[src/sv/swa_pkg.sv]
// shared types, codes and helpers for the serpentine window accumulator
`timescale 1ns / 1ps

package swa_pkg;

  localparam int CfgIdxW = 3;
  localparam int CoordW  = 9;
  localparam int AreaW   = 2 * CoordW;

  localparam logic [CfgIdxW-1:0] CFG_IMAGE_WIDTH    = 3'd0;
  localparam logic [CfgIdxW-1:0] CFG_IMAGE_HEIGHT   = 3'd1;
  localparam logic [CfgIdxW-1:0] CFG_WINDOW_LEFT    = 3'd2;
  localparam logic [CfgIdxW-1:0] CFG_WINDOW_TOP     = 3'd3;
  localparam logic [CfgIdxW-1:0] CFG_WINDOW_COLUMNS = 3'd4;
  localparam logic [CfgIdxW-1:0] CFG_WINDOW_ROWS    = 3'd5;

  localparam logic [1:0] CMD_ACCUMULATE = 2'd0;
  localparam logic [1:0] CMD_READ       = 2'd1;
  localparam logic [1:0] CMD_RESTART    = 2'd2;

  typedef struct packed {
    logic [CoordW-1:0] image_width;
    logic [CoordW-1:0] image_height;
    logic [CoordW-1:0] window_left;
    logic [CoordW-1:0] window_top;
    logic [CoordW-1:0] window_columns;
    logic [CoordW-1:0] window_rows;
  } cfg_t;

  typedef struct packed {
    logic [CoordW-1:0] w;
    logic [CoordW-1:0] h;
    logic [CoordW-1:0] x0;
    logic [CoordW-1:0] x1;
    logic [CoordW-1:0] y0;
    logic [CoordW-1:0] y1;
    logic              empty;
    logic [AreaW-1:0]  area;
  } win_t;

  typedef struct packed {
    logic [CoordW-1:0] col;
    logic [CoordW-1:0] row;
    logic [CoordW-1:0] next_col;
    logic [CoordW-1:0] next_row;
    logic              last;
  } scan_t;

  typedef struct packed {
    logic [31:0] red;
    logic [31:0] green;
    logic [31:0] blue;
    logic [15:0] count;
  } pix_entry_t;

  function automatic logic [31:0] sat_add32(logic [31:0] a, logic [15:0] b);
    logic [32:0] s;
    s = {1'b0, a} + {17'd0, b};
    return s[32] ? 32'hFFFF_FFFF : s[31:0];
  endfunction

endpackage

[src/sv/swa_scan.sv]
// window clipping and serpentine scan stepping
`timescale 1ns / 1ps

module swa_scan import swa_pkg::*; #(
  parameter int MAX_WIDTH  = 256,
  parameter int MAX_HEIGHT = 256
) (
  input  cfg_t              cfg_i,
  input  logic [CoordW-1:0] scan_col_i,
  input  logic [CoordW-1:0] scan_row_i,
  output win_t              win_o,
  output scan_t             scan_o
);

  localparam logic [12:0] MaxW = 13'(MAX_WIDTH);
  localparam logic [12:0] MaxH = 13'(MAX_HEIGHT);

  logic [CoordW:0]   x1_sum, y1_sum, col_inc, row_inc;
  logic              in_win, odd;
  win_t              win;
  scan_t             scan;

  always_comb begin
    win = '0;
    if (cfg_i.image_width == '0) begin
      win.w = CoordW'(1);
    end else if ({4'd0, cfg_i.image_width} > MaxW) begin
      win.w = CoordW'(MAX_WIDTH);
    end else begin
      win.w = cfg_i.image_width;
    end
    if (cfg_i.image_height == '0) begin
      win.h = CoordW'(1);
    end else if ({4'd0, cfg_i.image_height} > MaxH) begin
      win.h = CoordW'(MAX_HEIGHT);
    end else begin
      win.h = cfg_i.image_height;
    end
    win.x0 = cfg_i.window_left;
    win.y0 = cfg_i.window_top;
    x1_sum = {1'b0, cfg_i.window_left} + {1'b0, cfg_i.window_columns};
    y1_sum = {1'b0, cfg_i.window_top} + {1'b0, cfg_i.window_rows};
    win.x1 = (x1_sum > {1'b0, win.w}) ? win.w : x1_sum[CoordW-1:0];
    win.y1 = (y1_sum > {1'b0, win.h}) ? win.h : y1_sum[CoordW-1:0];
    win.empty = (win.x1 <= win.x0) || (win.y1 <= win.y0);
    win.area = win.w * win.h;
  end

  always_comb begin
    scan = '0;
    // a position left outside the window restarts at its first pixel
    in_win = !(scan_row_i < win.y0 || scan_row_i >= win.y1 ||
               scan_col_i < win.x0 || scan_col_i >= win.x1);
    scan.col = in_win ? scan_col_i : win.x0;
    scan.row = in_win ? scan_row_i : win.y0;
    odd = scan.row[0] ^ win.y0[0];
    col_inc = {1'b0, scan.col} + (CoordW+1)'(1);
    row_inc = {1'b0, scan.row} + (CoordW+1)'(1);
    scan.next_col = scan.col;
    scan.next_row = scan.row;
    if (!odd && col_inc < {1'b0, win.x1}) begin
      scan.next_col = col_inc[CoordW-1:0];
    end else if (odd && scan.col > win.x0) begin
      scan.next_col = scan.col - CoordW'(1);
    end else if (row_inc < {1'b0, win.y1}) begin
      scan.next_row = row_inc[CoordW-1:0];
    end else begin
      scan.last     = 1'b1;
      scan.next_col = win.x0;
      scan.next_row = win.y0;
    end
  end

  assign win_o  = win;
  assign scan_o = scan;

endmodule
[config.mk]
export PLATFORM = sky130hd
export DESIGN_NAME = swa_scan
export DESIGN_NICKNAME = d
export VERILOG_FILES = /design/src/sv/swa_pkg.sv /design/src/sv/swa_scan.sv
export SDC_FILE = /design/constraint.sdc
export NUM_CORES = 1
export LEC_CHECK = 0
export BUFFER_PORTS_ARGS = -buffer_cell sky130_fd_sc_hd__buf_4
export CORE_MARGIN = 5
export CORE_UTILIZATION = 62
export DETAILED_ROUTE_END_ITERATION = 12
export PLACE_DENSITY_LB_ADDON = 0.3
export SETUP_SLACK_MARGIN = 0.15
export SYNTH_ARGS = -nofsm -noshare
export SYNTH_HDL_FRONTEND = slang
export SYNTH_SLANG_ARGS = --single-unit
[constraint.sdc]
create_clock -name vclk -period 33.4
set_clock_uncertainty 0.2 [all_clocks]
set_input_delay 5.01 -clock vclk [all_inputs]
set_output_delay 5.01 -clock vclk [all_outputs]
set_load 0.01 [all_outputs]
==> summary.md, run 1 <==
The flow ran to the end, and the final reports show no timing, DRC or antenna violations. By area, the combinational part of the netlist is dominated by adder cells. The post-DP HPWL is 19,100 µm.

The number of hold-slack violations in the final timing report is 0, and the total power is 0.2925 mW. Max-cap violations in this run came to 0. The path class of the tightest hold or removal check is in2out. For the post-route non-filler standard cell count, the log shows 1,244. Leaving out fill and tap cells, the most frequent cell in the layout is sky130_fd_sc_hd__buf_4. The share of layout cells above drive strength 1 was 19.44%; the relative max-transition margin was 40.90%. Summing the areas of all fa, ha and maj instances in the mapped netlist gives 41.07% of the synthesized area. Initial antenna violation count: 0. The total I/O pin count was 182. The synthesized netlist devotes 4.969% of its cell area to XOR and XNOR gates. Entering global routing, the biggest net connects 25 pins.

Number of design-rule violations left by the first detailed-router iteration: 860. The sequential cell count came out at 0. Setup slack on the critical path of the routed design comes to 13.57 ns.

Number of standard cells after synthesis: 952. The routed wire length per instance was 18.27 µm. The data arrival time of the worst path came out at 14.62 ns. The tools report the routed via count as 7,713. The number of vias per cell after detailed routing is 6.200, and the simple logic cell fraction of the synthesized area is 19.43%. The net count reported at finish is 1,381, and the net count after synthesis is 1,230. The count of buffers added on input and output ports is 182.

Yosys printed 0 warnings. The post-cts hold buffer count is 0, and the highest cell delay on the worst timing path is 0.82 ns. For the finished layout, the period the worst path requires is 19.83 ns. The floorplan step set the die height to 118.0 µm. The critical path is of the in2out type. The first-pass detailed-route iteration total was 7. The sum of routed wire length over all layers is 22,730 µm. The tools report the count of filler cells inserted in the layout as 917.

For the initial core utilization, the log shows 63.29%. The first global-routing pass estimated 37,200 µm of wire. The cell with the largest stage delay on the worst path is sky130_fd_sc_hd__a2111oi_4.

Of the available clock period, the critical path in the final layout requires 59.37%. The area of the die was 13,920 µm²; the post-synthesis area per instance was 7.591 µm². Based on the critical path, the design can be clocked at up to 0.05043 GHz.

The logs give 0 for the number of max-slew violations in the final report and 0 for the number of DRC violations after detailed routing. The tools report the overflow left after global routing as 0. The placed instance area was 8576 µm²; the leakage power was 4.670 nW.

Across all hold checks on the routed design, the worst slack comes to 10.06 ns. The number of clock buffers in the layout came out at 0. Setup violations remaining at the end of the flow were counted as 0.

In this run the most critical hold path is launched from cfg_i[22]. The final core utilization is 75.10%, and the data required time at the worst endpoint is 28.19 ns. From synthesis to final layout, the design area changed by 18.66%.

The die span in x was 118.0 µm. Once detail routing completed, the nets flagged for antenna violations numbered 0. The cell accounting for the most synthesized area was sky130_fd_sc_hd__ha_1.

The combined global-route utilization of all metal layers came out at 30.96%. At the placement stage, the worst setup path has a slack of 13.74 ns. Yosys attributes the largest share of cell area to sky130_fd_sc_hd__ha_1 (27%), sky130_fd_sc_hd__fa_1 (14%), sky130_fd_sc_hd__inv_1 (6.5%). The proportion of netlist area held by the largest area contributor works out to 26.66%. The number of global-route vias before repair is 7,570. In the layout the commonest cells are sky130_fd_sc_hd__buf_4 (187), sky130_fd_sc_hd__ha_1 (154), sky130_fd_sc_hd__inv_1 (126).

Once layout is done, the placed cells without fillers occupy 8576 µm². Of all nets on the critical path, the largest fanout is 24. For this design the ratio of total power to cell area is 34.11 nW/µm². Once placement completed, the tool counted placed cells totaling 1,244. Sequential elements use 0% of the synthesized area. The area used by sequential logic in the layout was 0 µm². Type of origin of the critical path: an input port. The netlist uses 73 different library cells. The most critical setup path has its startpoint at cfg_i[18]. The compound-cell area share of the yosys netlist was 17.83%.

The congestion estimate from routability-driven global placement came to 1.039. For the final routed database, the setup TNS stands at 0 ns. Buffers added to address setup during post-CTS repair amount to 0. In the synthesized netlist, mux cells make up 6.510% of the area.

In this run, post-CTS repair resized a total of 0 instances. The number of antenna diodes in the final layout is 0. The floorplan step defined a core boundary enclosing 11,420 µm². Setup repair after global routing left no endpoint under its margin. At the pin with the least slew margin, the transition time is 0.8864 ns. The cell area that synthesis handed to floorplanning was 7227 µm². The initialized floorplan defines 39 standard-cell rows.

For the maximum vdd ir drop, the log shows 0.03379 mV. The type of destination of the critical path was a primary output.
[cells by family (layout without fill, tap and decap cells)]
group	Yosys count	count (layout)
and+or+nand+nor	305	305
adders and majority gates	206	206
muxes	45	45
AOI/OAI and AO/OA	183	183
buffers and inverters	172	321
xor gates and xnor gates	41	41
[report_power, final]
| group | internal (mW) | leakage [nW] | switching [mW] |
|---|---|---|---|
| sequential | 0 | 0 | 0 |
| combinational | 0.131 | 4.67 | 0.161 |
| clock | 0 | 0 | 0 |
[worst max-delay path, delay by kind of cell]
family,cells,cell delay (ns)
AOI/OAI and AO/OA,21,4.94
adders and majority gates,6,1.77
and+or+nand+nor,8,1.37
buffers and inverters,4,0.70
muxes,2,0.55
xor gates and xnor gates,2,0.26
[layout make-up]
| class | instances | area (µm²) | area share [%] |
|---|---|---|---|
| Inverter | 134 | 503.0 | 5.865 |
| Multi-Input combinational cell | 780 | 6490 | 75.68 |
| Tap cell | 143 | 178.9 | 2.086 |
| Timing Repair Buffer | 187 | 1404 | 16.37 |
[Yosys cell counts (6+ instances only)]
master	count
sky130_fd_sc_hd__a211o_1	6
sky130_fd_sc_hd__a211oi_1	6
sky130_fd_sc_hd__a21o_1	17
sky130_fd_sc_hd__a21oi_1	45
sky130_fd_sc_hd__a31oi_1	7
sky130_fd_sc_hd__and3_1	8
sky130_fd_sc_hd__buf_2	7
sky130_fd_sc_hd__buf_4	18
sky130_fd_sc_hd__clkbuf_1	11
sky130_fd_sc_hd__clkinv_1	7
sky130_fd_sc_hd__fa_1	52
sky130_fd_sc_hd__ha_1	154
sky130_fd_sc_hd__inv_1	126
sky130_fd_sc_hd__mux2_2	11
sky130_fd_sc_hd__mux2i_1	32
sky130_fd_sc_hd__nand2_1	105
sky130_fd_sc_hd__nand3_1	30
sky130_fd_sc_hd__nand4_1	14
sky130_fd_sc_hd__nor2_1	85
sky130_fd_sc_hd__nor2b_1	14
sky130_fd_sc_hd__nor3_1	17
sky130_fd_sc_hd__nor4_1	6
sky130_fd_sc_hd__o21a_1	11
sky130_fd_sc_hd__o21ai_0	33
sky130_fd_sc_hd__o21bai_1	7
sky130_fd_sc_hd__xnor2_1	30
sky130_fd_sc_hd__xor2_1	11
[metal layers]
metal	share of wire (%)	routed length, µm	up-vias	GRT usage (%)
met5	0	0	-	0
met3	9.5	2153	68	4.805
met1	41	9355	3562	41.59
met4	2.4	545	0	7.527
li1	-	-	3612	-
met2	47	10680	471	52.05
[final timing paths]
check / cells after the start / endpoint / slack, ns
max: 43 / scan_o[16] / 13.57
min: 2 / win_o[32] / 10.06
Note: power is estimated with default switching activity, not from simulation.
==> run 2, diff against run 1 <==
--- a/config.mk
+++ b/config.mk
@@ -7,7 +7,7 @@
 export LEC_CHECK = 0
 export BUFFER_PORTS_ARGS = -buffer_cell sky130_fd_sc_hd__buf_4
 export CORE_MARGIN = 5
-export CORE_UTILIZATION = 62
+export CORE_UTILIZATION = 57
 export DETAILED_ROUTE_END_ITERATION = 12
 export PLACE_DENSITY_LB_ADDON = 0.3
 export SETUP_SLACK_MARGIN = 0.15
==> constraint.sdc (replaced) <==
create_clock -name vclk -period 19.4
set_clock_uncertainty 0.2 [all_clocks]
set_input_delay 2.91 -clock vclk [all_inputs]
set_output_delay 2.91 -clock vclk [all_outputs]
set_load 0.01 [all_outputs]
==> run 2 against run 1 <==
Sequential cell count is the same. Routed wire length decreased by 0.83%. Global-route usage shrank 1.6 points. Worst hold slack got worse by 4.2 ns. Final area rose by 0.42%. Count of clock-buffer cells in the layout is the same. Critical path depth unchanged. Total power rose by 71%. Largest power group unchanged.
==> summary.md, run 2 (synthesis results as in run 1) <==
The tools report the leakage power as 4.670 nW. The library cell used most frequently in the layout, excluding fill and tap cells, is sky130_fd_sc_hd__buf_4. Type of the worst min-delay path: in2out.

The worst setup path is of the in2out kind. The layout has 0 clock buffers. The worst setup path is launched from an input port. The highest cell delay on the worst timing path was 0.84 ns; the initial antenna violation count was 0. Power spread over the standard cell area amounts to 58.01 nW/µm².

The die is 122.6 µm wide. For the pin with the worst max-slew slack, the measured transition is 0.9030 ns. The total I/O pin count is 182, and the number of max-slew violations in the final report is 0. Setup violations remaining at the end of the flow were counted as 0.

Once the clock tree was built, the resizer swapped 0 gates to a different size. The net count reported at finish is 1,381, and the area used by sequential logic in the layout is 0 µm². The die is 122.6 µm tall. For this configuration, the core starts out at a cell density of 57.74%. The routed wire length per instance came out at 17.71 µm. The post-layout minimum cycle time is 15.73 ns, and the sequential cell count is 0. Summed over all layers, the global routing overflow is 0. Setup repair after global routing left no endpoint under its margin.

The logs give 0 ns for the final-layout setup total negative slack and 22,540 µm for the sum of routed wire length over all layers. The run gives 0 as the number of hold-slack violations in the final timing report. The floorplan step defined a core boundary enclosing 12,520 µm². Summing all multi-input logic gate instances after layout gives 6490 µm².

The final cycle utilization of the critical path is 81.08%. The floorplan has 41 rows. Data on the critical path arrives at its endpoint at 12.62 ns. The maximum vdd ir drop is 0.03739 mV, and the number of DRC violations after detailed routing is 0. The remaining antenna violation count was 0. Share of layout cells above drive strength 1: 19.44%. The most numerous cell type found on the critical path is sky130_fd_sc_hd__ha_1. Measured on the finished design, the core utilization comes to 68.80%.

Number of design-rule violations left by the first detailed-router iteration: 639. 0 antenna diodes ended up in the layout. For this run, the detailed router's first-pass iteration total came to 8. Compared with the post-synthesis result, the final layout area differs by 19.17%. The flow ran to the end, and the final reports show no timing, DRC or antenna violations.

The worst setup path endpoint was scan_o[16]. In this run the worst setup path begins at cfg_i[18]. In the layout the commonest cells are sky130_fd_sc_hd__buf_4 (187), sky130_fd_sc_hd__ha_1 (154), sky130_fd_sc_hd__inv_1 (126). STA classifies the critical path endpoint as a primary output. Global routing used 29.34% of the available tracks.

Number of global-route vias before repair: 7,390. Routability-driven placement finished with a final weighted congestion of 0.9776. Port buffering added 182 buffers. For the wire length of the first global-routing pass, the log shows 35,960 µm.

Measured against its own limit, the worst slew margin works out to 39.80%. The logs give 24 for the maximum number of pins on one net before global-route repair and 0 for the post-CTS setup buffer count. For the worst setup path, the data required time is 16.29 ns.

In the routed layout, each cell is associated on average with a via count of 5.957. The logs give 7,583 for the routed via count and 0 for the number of max-capacitance violations reported. Buffers inserted to repair hold after CTS numbered 0.

The achievable clock frequency came out at 0.06358 GHz. The post-DP HPWL is 19,160 µm. Along the worst path, the maximum fanout reaches 23.

The tightest hold path in the finished design has a slack of 5.851 ns. On the critical path, the stage with the largest delay is an instance of sky130_fd_sc_hd__a2111oi_4. The area of the die came out at 15,030 µm². Counting the fill cells in the layout gives 1,115.
run 2: metal layers:
layer	part of all wire [%]	wire, µm	up-vias	GRT usage [%]
met5	0	0	-	0
met4	2.9	654	0	7.138
met1	41	9235	3466	40.08
met3	10	2248	68	4.240
met2	46	10410	432	48.92
li1	-	-	3617	-
run 2: final cells by class:
type                            instances  share of cell area (%)
Inverter                              134                   5.840
Multi-Input combinational cell        780                   75.36
Timing Repair Buffer                  187                   16.30
Tap cell                              172                   2.499
run 2: through the flow:
| stage | power [mW] | std cells | instance area (µm²) | setup WS [ns] |
|---|---|---|---|---|
| after floorplan | 0.3254 | 952 | 7227 | 4.694 |
| after global placement | 0.4837 | 1273 | 8612 | 4.229 |
| after detailed placement | 0.4916 | 1273 | 8612 | 3.821 |
| after CTS | 0.4948 | 1273 | 8612 | 3.793 |
| after global routing | 0.5500 | 1273 | 8612 | 2.955 |
| final | 0.4996 | 1273 | 8612 | 3.671 |
run 2: worst min-delay path by stage:
stage                    from         to  cells past startpoint
floorplan           cfg_i[18]  win_o[28]                      1
global placement    cfg_i[22]  win_o[32]                      2
detailed placement  cfg_i[22]  win_o[32]                      2
CTS                 cfg_i[22]  win_o[32]                      2
global route        cfg_i[22]  win_o[32]                      2
finish              cfg_i[22]  win_o[32]                      2
run 2: critical path, delay by kind of cell:
| family | cells | cell delay, ns |
|---|---|---|
| xor+xnor | 2 | 0.24 |
| buf+inv | 5 | 1.01 |
| mux | 2 | 0.53 |
| simple gates | 8 | 1.31 |
| compound gates | 20 | 4.87 |
| fa+ha+maj | 6 | 1.74 |
run 2: where the power goes:
part           leakage (nW)  switching, mW  internal [mW]
clock                     0              0              0
combinational          4.67          0.274          0.225
sequential                0              0              0
total                  4.67          0.274          0.225
